==> src/rtl/ugnb_pkg.sv <==
package ugnb_pkg;

   localparam int REQ_TYPE_W = 2;
   localparam int POS_W      = 16;
   localparam int OBJ_ID_W   = 8;
   localparam int CSR_IDX_W  = 2;
   localparam int CSR_DATA_W = 5;

   localparam logic [REQ_TYPE_W-1:0] REQ_CLEAR  = 2'd0;
   localparam logic [REQ_TYPE_W-1:0] REQ_INSERT = 2'd1;
   localparam logic [REQ_TYPE_W-1:0] REQ_QUERY  = 2'd2;

   localparam logic [CSR_IDX_W-1:0] CSR_CELL_SHIFT = 2'd0;
   localparam logic [CSR_IDX_W-1:0] CSR_GRID_COLS  = 2'd1;
   localparam logic [CSR_IDX_W-1:0] CSR_GRID_ROWS  = 2'd2;

   localparam logic [3:0] CELL_SHIFT_RST = 4'd8;
   localparam logic [4:0] GRID_COLS_RST  = 5'd16;
   localparam logic [4:0] GRID_ROWS_RST  = 5'd16;

   typedef struct packed {
      logic [REQ_TYPE_W-1:0]   req_type;
      logic signed [POS_W-1:0] pos_x;
      logic signed [POS_W-1:0] pos_y;
      logic [OBJ_ID_W-1:0]     object_id;
   } ugnb_req_type;

   typedef struct packed {
      logic [OBJ_ID_W-1:0] neighbor_id;
      logic                found;
      logic                dropped;
      logic                last;
   } ugnb_rsp_type;

   // controller -> datapath
   typedef struct packed {
      logic load;
      logic sweep_start;
      logic sweep_step;
      logic nb_first;
      logic nb_center;
      logic nb_next;
      logic lookup;
      logic id_read;
      logic ins_commit;
      logic emit_done;
      logic emit_end;
   } ugnb_cmd_type;

   // datapath -> controller
   typedef struct packed {
      logic sweep_last;
      logic nb_last;
      logic cell_hit;
      logic id_last;
   } ugnb_sts_type;

endpackage

==> src/rtl/ugnb_ctrl.sv <==
module ugnb_ctrl (
   input  logic                                  clock,
   input  logic                                  reset,
   input  logic                                  start,
   input  logic [ugnb_pkg::REQ_TYPE_W-1:0]       req_type,
   input  ugnb_pkg::ugnb_sts_type                sts,
   output ugnb_pkg::ugnb_cmd_type                cmd,
   output logic                                  busy
);
   import ugnb_pkg::*;

   typedef enum logic [3:0] {
      S_SWEEP,
      S_IDLE,
      S_DONE,
      S_INS_LOOK,
      S_INS_COMMIT,
      S_Q_LOOK,
      S_Q_CNT,
      S_Q_ID,
      S_Q_DRAIN,
      S_Q_END
   } state_type;

   state_type state_ff, state_in;
   logic      from_clear_ff, from_clear_in;
   logic      busy_ff;

   always_comb begin
      state_in      = state_ff;
      from_clear_in = from_clear_ff;
      cmd           = '0;
      case (state_ff)
         S_SWEEP: begin
            cmd.sweep_step = 1'b1;
            if (sts.sweep_last) begin
               state_in = from_clear_ff ? S_DONE : S_IDLE;
            end
         end
         S_IDLE: begin
            if (start) begin
               cmd.load = 1'b1;
               case (req_type)
                  REQ_CLEAR: begin
                     cmd.sweep_start = 1'b1;
                     from_clear_in   = 1'b1;
                     state_in        = S_SWEEP;
                  end
                  REQ_INSERT: begin
                     cmd.nb_center = 1'b1;
                     state_in      = S_INS_LOOK;
                  end
                  REQ_QUERY: begin
                     cmd.nb_first = 1'b1;
                     state_in     = S_Q_LOOK;
                  end
                  default: state_in = S_DONE;
               endcase
            end
         end
         S_DONE: begin
            cmd.emit_done = 1'b1;
            state_in      = S_IDLE;
         end
         S_INS_LOOK: begin
            cmd.lookup = 1'b1;
            state_in   = S_INS_COMMIT;
         end
         S_INS_COMMIT: begin
            cmd.ins_commit = 1'b1;
            state_in       = S_IDLE;
         end
         S_Q_LOOK: begin
            cmd.lookup = 1'b1;
            state_in   = S_Q_CNT;
         end
         S_Q_CNT: begin
            if (sts.cell_hit) begin
               state_in = S_Q_ID;
            end else if (sts.nb_last) begin
               state_in = S_Q_DRAIN;
            end else begin
               cmd.nb_next = 1'b1;
               state_in    = S_Q_LOOK;
            end
         end
         S_Q_ID: begin
            cmd.id_read = 1'b1;
            if (sts.id_last) begin
               if (sts.nb_last) begin
                  state_in = S_Q_DRAIN;
               end else begin
                  cmd.nb_next = 1'b1;
                  state_in    = S_Q_LOOK;
               end
            end
         end
         // last id read lands here
         S_Q_DRAIN: state_in = S_Q_END;
         S_Q_END: begin
            cmd.emit_end = 1'b1;
            state_in     = S_IDLE;
         end
         default: state_in = S_IDLE;
      endcase
   end

   always_ff @(posedge clock) begin
      if (reset) begin
         state_ff      <= S_SWEEP;
         from_clear_ff <= 1'b0;
         busy_ff       <= 1'b1;
      end else begin
         state_ff      <= state_in;
         from_clear_ff <= (state_in == S_SWEEP) ? from_clear_in : 1'b0;
         busy_ff       <= (state_in != S_IDLE);
      end
   end

   assign busy = busy_ff;

endmodule

==> config.mk <==
export PLATFORM = sky130hd
export DESIGN_NAME = ugnb_ctrl
export DESIGN_NICKNAME = d
export VERILOG_FILES = /design/src/rtl/ugnb_pkg.sv /design/src/rtl/ugnb_ctrl.sv
export SDC_FILE = /design/constraint.sdc
export NUM_CORES = 1
export LEC_CHECK = 0
export BUFFER_PORTS_ARGS = -buffer_cell sky130_fd_sc_hd__buf_2
export CAP_MARGIN = 10
export CORE_AREA = 2 2 39 41
export CTS_CLUSTER_DIAMETER = 80
export DETAILED_ROUTE_END_ITERATION = 10
export DIE_AREA = 0 0 41 43
export HOLD_SLACK_MARGIN = 0.08
export PLACE_DENSITY = 0.67
export SLEW_MARGIN = 30
export SYNTH_ARGS = -nofsm -noshare
export SYNTH_HDL_FRONTEND = slang
export SYNTH_SLANG_ARGS = --single-unit
==> constraint.sdc <==
create_clock -name clock -period 2.1 [get_ports clock]
set_clock_uncertainty 0.2 [all_clocks]
set_input_delay 0 -clock clock [delete_from_list [all_inputs] [get_ports clock]]
set_output_delay 0 -clock clock [all_outputs]
set_load 0.01 [all_outputs]
* Word-level counts from Yosys, hierarchy flattened
Index checks and enable logic that the tools add are counted.
** Word-level totals
- Bits in registers :: 6
- Input port bits :: 9
- Output and inout bits :: 12
** Operators by class
- Eq/ne operators :: 12
- Multiplexer cells :: 25
- Bitwise operators :: 1
- Reductions and logical operators :: 6
** Operators by type and width (count)
- $pmux W4 S7 :: 1
- $mux W4 :: 5
- $eq A4 B3 Y1 const B :: 4
- $mux W1 :: 12
- $mux W2 :: 5
- $pmux W3 S3 :: 1
- $eq A4 B2 Y1 const B :: 2
- $eq A4 B4 Y1 const B :: 2
- $logic_not A4 Y1 :: 2
- $eq A4 B1 Y1 const B :: 1
- $ne A4 B1 Y1 const B :: 1
- $reduce_or A2 Y1 :: 2
- $reduce_and A3 Y1 :: 1
- $eq A2 B1 Y1 const B :: 1
- $eq A2 B2 Y1 const B :: 1
- $logic_not A2 Y1 :: 1
- $pmux W1 S2 :: 1
- $not A1 Y1 :: 1

* Logic depth before layout (Yosys ltp)
Gate-level depths: netlist (run 1).
- Word-level depth :: 7
- Mapped depth :: 6

* Worst setup path before layout (run 1)
No wires, ideal clock.
- Path kind :: register to register
- From :: register state_ff[2]
- To :: register busy_ff (netlist: busy)
- Arrival :: 1608 ps
- Required time :: 1766 ps
- Setup slack :: 158 ps
- Stages on the path, launching flop included :: 6
- Buffers on the path :: 1
- Clock period less this slack :: 1942 ps
- Cells stage by stage :: dfxtp_1 buf_6 xor2_1 and3_1 a2111o_1 or4b_1
** Between the ends
- Longest elaborated chain between the ends :: 3
** Ends and longest elaborated chain
- start, declared :: RTL line ugnb_ctrl.sv:25 : state_type state_ff, state_in;
- start signal, assigned :: RTL line ugnb_ctrl.sv:114 : state_ff <= state_in;
- $eq A4 B4 Y1 (tied with other cells) :: RTL line ugnb_ctrl.sv:33 : case (state_ff)
- $pmux W4 S7 * :: RTL line ugnb_ctrl.sv:33
- $ne A4 B1 Y1 * :: RTL line ugnb_ctrl.sv:116 : busy_ff <= (state_in != S_IDLE);
- end signal, assigned :: RTL line ugnb_ctrl.sv:116
- end, declared :: RTL line ugnb_ctrl.sv:27 : logic busy_ff;
Every way passes the cells marked *; elsewhere a longest branch is shown, timed or not.
A chain may end at the register's enable or synchronous reset.

* Worst setup path after layout (run 1)
- From :: register state_ff[1]
- To :: register busy_ff (netlist: busy)
The elaborated chain is that of the path after synthesis.

==> out/qor.yml, run 1 <==
run_status:
  status: "complete, no violations"
worst_setup_path:
  reg2reg_depth: 4
  path_depth: 4
  path_cells: "nor4b_2, and3_2, a2111o_1, or4b_1"
  crit_type: "register to register"
  cp-end-kind: "register"
  critical_path_buf_inv_count: 0
  slowest_delay_ns: 0.50
  cp.required_ns: 2.02
  cpMaxStageDelayCell: "dfxtp_1"
  cp_max_fo: 8
  critPathTopFamily: "simple AND/OR/NAND/NOR gates"
  arrival_ns: 1.97
  crit_path_start_kind: "register"
  rrSetupSlack_ns: 0.04
floorplanning:
  num_io_pins: 21
  initial_utilization_pct: 37.3
  die_y_um: 43
  core_area_um2: 1380
  die_w_um: 41
  fp-row-count: 14
  die_area_um2: 1760
layout:
  nFillCells: 141
  layout-area-overhead-vs-synth_pct: 32.4
  drive_gt1_share_pct: 36.5
  finalInstanceArea_um2: 684
  final_nets: 99
  num_antenna_cells: 0
grt:
  grt_use_total_pct: 17.7
  grt_overflow: 0
  grt_first_pass_wirelength_um: 2130
  grt_max_degree: 12
  grt_pass1_vias: 500
  antenna_found_initial: 0
place:
  hpwlAfterDp_um: 1010
  placed_area_um2: 614
  globalplace.congestion: 0.800
  io_buffer_count: 20
synthesis:
  synth-simple-area-share_pct: 41.9
  synth_edf_count: 0
  syn_avg_cell_area_um2: 8.61
  synthArstFlopShare_pct: 0
  ys_warn_count: 0
  synth_top_area_share_pct: 23.2
  synth_top_family_by_area: "simple AND/OR/NAND/NOR gates"
  synth_top_flop_cell: "dfxtp_1"
  synth.largest_area_cell: "dfxtp_1"
  ys_top_cells_by_area: "dfxtp_1, ha_1, nor2b_1"
  synthTopCellsByCount: "dfxtp_1, nor2b_1, nor2_1"
  syn_area_um2: 517
  synthCells: 60
  synthMuxAreaShare_pct: 0
  synth_xor_area_share_pct: 1.69
  ys_types: 33
  synth_compound_area_share_pct: 17.2
  ys_ff_latch: 6
  syn-num-nets: 72
  synth_fa_ha_area_share_pct: 7.26
  seq_area_frac_synth_pct: 23.2
drt:
  antenna_left: 0
  vias: 546
  drtPass1Iterations: 4
  drc: 0
  wl_per_cell_um: 13.1
  drt_iter0_markers: 2
  drt-vias-per-instance: 5.41
  wirelength_um: 1320
clocking:
  cts-root-buf: "clkbuf_4"
  clkSinkCount: 6
  clk_pin_slew_ns: 0.05
  cts_buffers: 3
  cts_setup_buffers: 0
  clkLatencyLatePin_ns: 0.25
  h-tree-depth: 1
  cts_buffer_depth: 2
  cts_tree: "built"
sta:
  fmax_mhz: 486
  setup_viol: 0
  slew_violations: 0
  tns_ns: 0
  tightest_slew_ns: 0.473
  finalHoldViolations: 0
  slew_headroom_pct: 68.2
  finalCriticalPeriod_ns: 2.06
  rsz0062_at_grt: "no"
  fin_crit_sh_pct: 97.9
worst_hold_path:
  hp-class: "input pin to register"
  holdPathStages: 4
pwr:
  peakVddDrop_mv: 0.267
  p_switching_mw: 0.0931
  p_clk_share_pct: 32.6
  pwr-share-seq_pct: 40.2
  swShare_pct: 28.7
  p_per_area_nw_per_um2: 473
  p_leak_nw: 0.353
  p_comb_share_pct: 27.2
  p_int_mw: 0.231
run:
  maxCapViolations: 0
[final cells by class]
cell class / instances / area (µm²) / area share (%)
clock buffer: 3 / 22.5 / 3.29
inverter: 4 / 15.0 / 2.19
timing repair buffer: 25 / 148 / 21.6
sequential: 6 / 121 / 17.7
tap: 16 / 20.0 / 2.93
multi-input combinational: 47 / 358 / 52.3
[layer usage]
layer / vias to the layer above / global-route usage, % / routed length (µm)
met5: - / 0 / 0
met1: 255 / 23.3 / 614
met3: 2 / 1.57 / 57
met2: 17 / 28.7 / 630
li1: 272 / - / -
met4: 0 / 6.00 / 17
[per-stage QoR]
stage	instances	setup slack, ns	hold WS (ns)	power [mW]	util, %
2_1_floorplan	60	0.158	-0.151	0.186	-
3_3_place_gp	94	0.0918	0.0369	0.209	44.4
3_5_place_dp	94	0.0602	0.0398	0.211	44.4
4_1_cts	101	0.0625	0.0830	0.324	48.9
5_1_grt	101	0.00943	0.121	0.345	49.5
6_report	101	0.0440	0.0910	0.324	49.5
[cells by family after synthesis]
kind of cell,after synthesis
buf+inv,7
flops,6
compound gates,11
simple gates,32
fa+ha+maj,3
xor+xnor,1
[final timing paths]
| check | start | endpoint |
|---|---|---|
| max | state_ff[1]$_SDFF_PP0_ | busy$_SDFF_PP1_ |
| min | start | state_ff[2]$_SDFF_PP0_ |
| max reg2reg | state_ff[1]$_SDFF_PP0_ | busy$_SDFF_PP1_ |
| min reg2reg | state_ff[3]$_SDFF_PP0_ | from_clear_ff$_SDFFE_PP0P_ |
[tightest hold or removal path, cell delays in order]
cell and delay (ns):
buf_2 0.11, and3_2 0.20, nor2_1 0.05, a21oi_1 0.13
[state kept, by name (all words and copies together), names as in the netlist]
name / count
from_clear_ff: 1
busy: 1
state_ff: 4
[cells in the final DEF (no fill, tap or decap), drive strengths merged, types with 2 or more instances in the layout]
| master | n |
|---|---|
| inv | 4 |
| nor4 | 2 |
| and3 | 5 |
| and2 | 3 |
| nor3b | 2 |
| clkbuf | 3 |
| ha | 3 |
| dlygate4sd3 | 4 |
| dfxtp | 6 |
| nor2b | 7 |
| nor2 | 5 |
| buf | 21 |
[power groups by stage]
stage | logic, mW | clock network [mW] | registers [mW]
floorplan | 0.0598 | 0 | 0.127
global placement | 0.0780 | 0 | 0.131
detailed placement | 0.0791 | 0 | 0.132
CTS | 0.0854 | 0.109 | 0.129
global route | 0.0992 | 0.115 | 0.131
finish | 0.0881 | 0.106 | 0.130
[timing repair]
item,4_1_cts,5_1_grt
setup endpoints to repair,0,2
resized for setup,0,2
hold buffers,4,0
hold endpoints to repair,7,0
Power figures use the tool's default switching activity.
==> run 2, diff against run 1 <==
--- a/config.mk
+++ b/config.mk
@@ -5,14 +5,17 @@
 export SDC_FILE = /design/constraint.sdc
 export NUM_CORES = 1
 export LEC_CHECK = 0
+export ABC_AREA = 1
 export BUFFER_PORTS_ARGS = -buffer_cell sky130_fd_sc_hd__buf_2
 export CAP_MARGIN = 10
 export CORE_AREA = 2 2 39 41
+export CTS_BUF_LIST = sky130_fd_sc_hd__clkbuf_16
 export CTS_CLUSTER_DIAMETER = 80
 export DETAILED_ROUTE_END_ITERATION = 10
 export DIE_AREA = 0 0 41 43
+export GPL_ROUTABILITY_DRIVEN = 0
 export HOLD_SLACK_MARGIN = 0.08
-export PLACE_DENSITY = 0.67
+export PLACE_DENSITY = 0.72
 export SLEW_MARGIN = 30
 export SYNTH_ARGS = -nofsm -noshare
 export SYNTH_HDL_FRONTEND = slang
==> run 2 against run 1 <==
  * Final area is 21% higher
  * Via count is 33% higher
  * Largest cell class unchanged
  * Critical path type is now input pin to register
  * Sequential share of layout area is 3.3 points lower
  * Utilization is 11 points higher
==> out/qor.yml, run 2 <==
clocking:
  cts-root-buf: "clkbuf_16"
  cts_buffer_depth: 2  # unchanged
  clk_pin_slew_ns: 0.03  # -0.02 ns
  clkSinkCount: 6  # unchanged
  cts_tree: "built"
  cts_buffers: 3  # unchanged
  h-tree-depth: 1  # unchanged
  cts_resized: 0  # unchanged
  clkLatencyLatePin_ns: 0.23  # -0.02 ns
layout:
  final_nets: 153  # +55%
  largest_reg_flops: 4  # unchanged
  layout-area-overhead-vs-synth_pct: 41.9
  num_antenna_cells: 0  # unchanged
  final_cell_mix: "nand2_1, inv_1, buf_2"
  final_cells: 155  # +53%
  drive_gt1_share_pct: 20.9  # -16 points
  layout_commonest_cell: "nand2_1"
  fin_util_pct: 60.0  # +11 points
  largest_register: "state_ff"
floorplanning:
  initial_utilization_pct: 42.3  # +5.0 points
  die_y_um: 43  # unchanged
  fp-row-count: 14  # unchanged
  num_io_pins: 21  # unchanged
  core_area_um2: 1380  # unchanged
  die_area_um2: 1760  # unchanged
  die_w_um: 41  # unchanged
drt:
  drc: 0  # unchanged
  drt_iter0_markers: 15  # +13
  wirelength_um: 1450  # +9.7%
  vias: 728  # +33%
  wl_per_cell_um: 9.34  # -29%
  drtPass1Iterations: 4  # unchanged
  antenna_left: 0  # unchanged
  drt-vias-per-instance: 4.70  # -13%
grt:
  grt_max_degree: 9  # -3
  grt_overflow: 0  # unchanged
  grt_use_total_pct: 19.7  # +2.0 points
  grt_pass1_vias: 641  # +28%
  antenna_found_initial: 0  # unchanged
  grt_first_pass_wirelength_um: 2400  # +13%
place:
  hpwlAfterDp_um: 1160  # +15%
  placedCellCount: 147  # +56%
  io_buffer_count: 20  # unchanged
  dp_slack_ns: 0.628  # +0.568 ns
worst_setup_path:
  crit_path_start_kind: "input pin"
  crit_type: "input pin to register"
  cp-end-kind: "register"
  cp-endpoint: "busy$_SDFF_PP1_"
  critical_path_buf_inv_count: 3  # +3
  path_cells: "dlygate4sd3_1, buf_2, nand2_1, dlygate4sd3_1, nand2_1, nand2_1, nor2_2, nand2_1, nor2_1, nand2_1"
  cpMaxStageDelayCell: "dlygate4sd3_1"
  critPathMostFrequentCell: "nand2_1"
  timing.rr.end: "busy$_SDFF_PP1_"
  rrSetupSlack_ns: 0.59  # +0.55 ns
  path_depth: 10  # +6
  critPathTopFamily: "buffers and inverters"
  cp_max_fo: 3  # -5
  startpoint: "sts[2]"
  arrival_ns: 1.76  # -0.21 ns
  r2r_start: "state_ff[3]$_SDFF_PP0_"
  slowest_delay_ns: 0.55  # +0.05 ns
  cp.required_ns: 2.02  # about the same
  reg2reg_depth: 9  # +5
synthesis:
  synth_edf_count: 0  # unchanged
  syn_area_um2: 586  # +13%
  ys_types: 13  # -61%
  synth.largest_area_cell: "nand2_1"
  synthTopCellsByCount: "nand2_1, inv_1, nor2_1"
  synthCells: 111  # +85%
  ys_ff_latch: 6  # unchanged
  syn-num-nets: 123  # +71%
  synth_top_area_share_pct: 23.1  # -0.17 points
  synthArstFlopShare_pct: 0  # unchanged
  seq_area_frac_synth_pct: 20.5  # -2.7 points
  synth_top_flop_cell: "dfxtp_1"
  ys_warn_count: 0  # unchanged
  ys_top_cells_by_area: "nand2_1, dfxtp_1, inv_1"
  syn_avg_cell_area_um2: 5.28  # -39%
  synth_most_common_cell: "nand2_1"
pwr:
  p_leak_nw: 0.539  # +53%
  finalPower_mw: 0.569  # +76%
  p_per_area_nw_per_um2: 685  # +45%
  peakVddDrop_mv: 0.684  # +160%
sta:
  tightest_slew_ns: 0.295  # -0.178 ns
  slew_headroom_pct: 80.3  # +12 points
  finalCriticalPeriod_ns: 1.85  # -0.209 ns
  slew_violations: 0  # unchanged
  fin_crit_sh_pct: 87.9  # -10 points
  setup_viol: 0  # unchanged
  finalHoldViolations: 0  # unchanged
  rsz0062_at_grt: "no"
  fmax_mhz: 542  # +11%
  tns_ns: 0  # unchanged
  setup_ws_ns: 0.253  # +0.209 ns
run_status:
  status: "complete, no violations"
worst_hold_path:
  hp-class: "input pin to register"
run:
  maxCapViolations: 0  # unchanged
==> run 2: per-layer routing <==
metal  global-route usage [%]  wire length (µm)  vias up
met5                        0                 0        -
li1                         -                 -      392
met3                     3.14                29        3
met4                     10.0                27        0
met2                     30.3               715       10
met1                     25.2               674      323
==> run 2: logic make-up after synthesis <==
family,count (synthesis),share of synthesized area [%]
fa+ha+maj,3,6.41
compound gates,7,6.62
flops,6,20.5
simple gates,74,53.0
buf+inv,21,13.5
==> run 2: worst min-delay path by stage <==
stage	startpoint	to	slack [ns]	cells after the start
6_report	req_type[0]	state_ff[1]$_SDFF_PP0_	0.10	7
5_1_grt	sts[0]	state_ff[1]$_SDFF_PP0_	0.17	6
4_1_cts	sts[0]	state_ff[1]$_SDFF_PP0_	0.11	6
3_5_place_dp	reset	state_ff[0]$_SDFF_PP0_	0.03	2
3_3_place_gp	reset	state_ff[0]$_SDFF_PP0_	0.03	2
2_1_floorplan	sts[2]	cmd[5]	-0.16	1
==> run 2: layout make-up <==
class / instances / area, µm²
Clock buffer: 3 / 75.1
Sequential cell: 6 / 120
Tap cell: 16 / 20.0
Multi-Input combinational cell: 84 / 387
Inverter: 21 / 78.8
Fill cell: 151 / 553
Timing Repair Buffer: 25 / 150
==> run 2: tightest hold or removal path: cells and delay by family <==
kind,cells,cell delay (ns)
compound gates,1,0.06
simple gates,5,0.32
buf+inv,1,0.10
==> run 2: report_power, final <==
group | internal [mW] | switching, mW | leakage, nW
Sequential | 0.125 | 0.00873 | 0.0490
Combinational | 0.0497 | 0.0813 | 0.453
Clock | 0.244 | 0.0609 | 0.0370
==> run 2: repair_timing <==
| action | 4_1_cts | 5_1_grt |
|---|---|---|
| hold endpoints to repair | 7 | 0 |
| buffers inserted | 0 | 0 |
| hold buffers | 5 | 0 |
==> run 2: per-stage QoR <==
step	area, µm²	hold WS [ns]
floorplan	586	-0.156
CTS	831	0.109
detailed placement	706	0.0335
finish	831	0.103
global placement	706	0.0285
global route	831	0.172
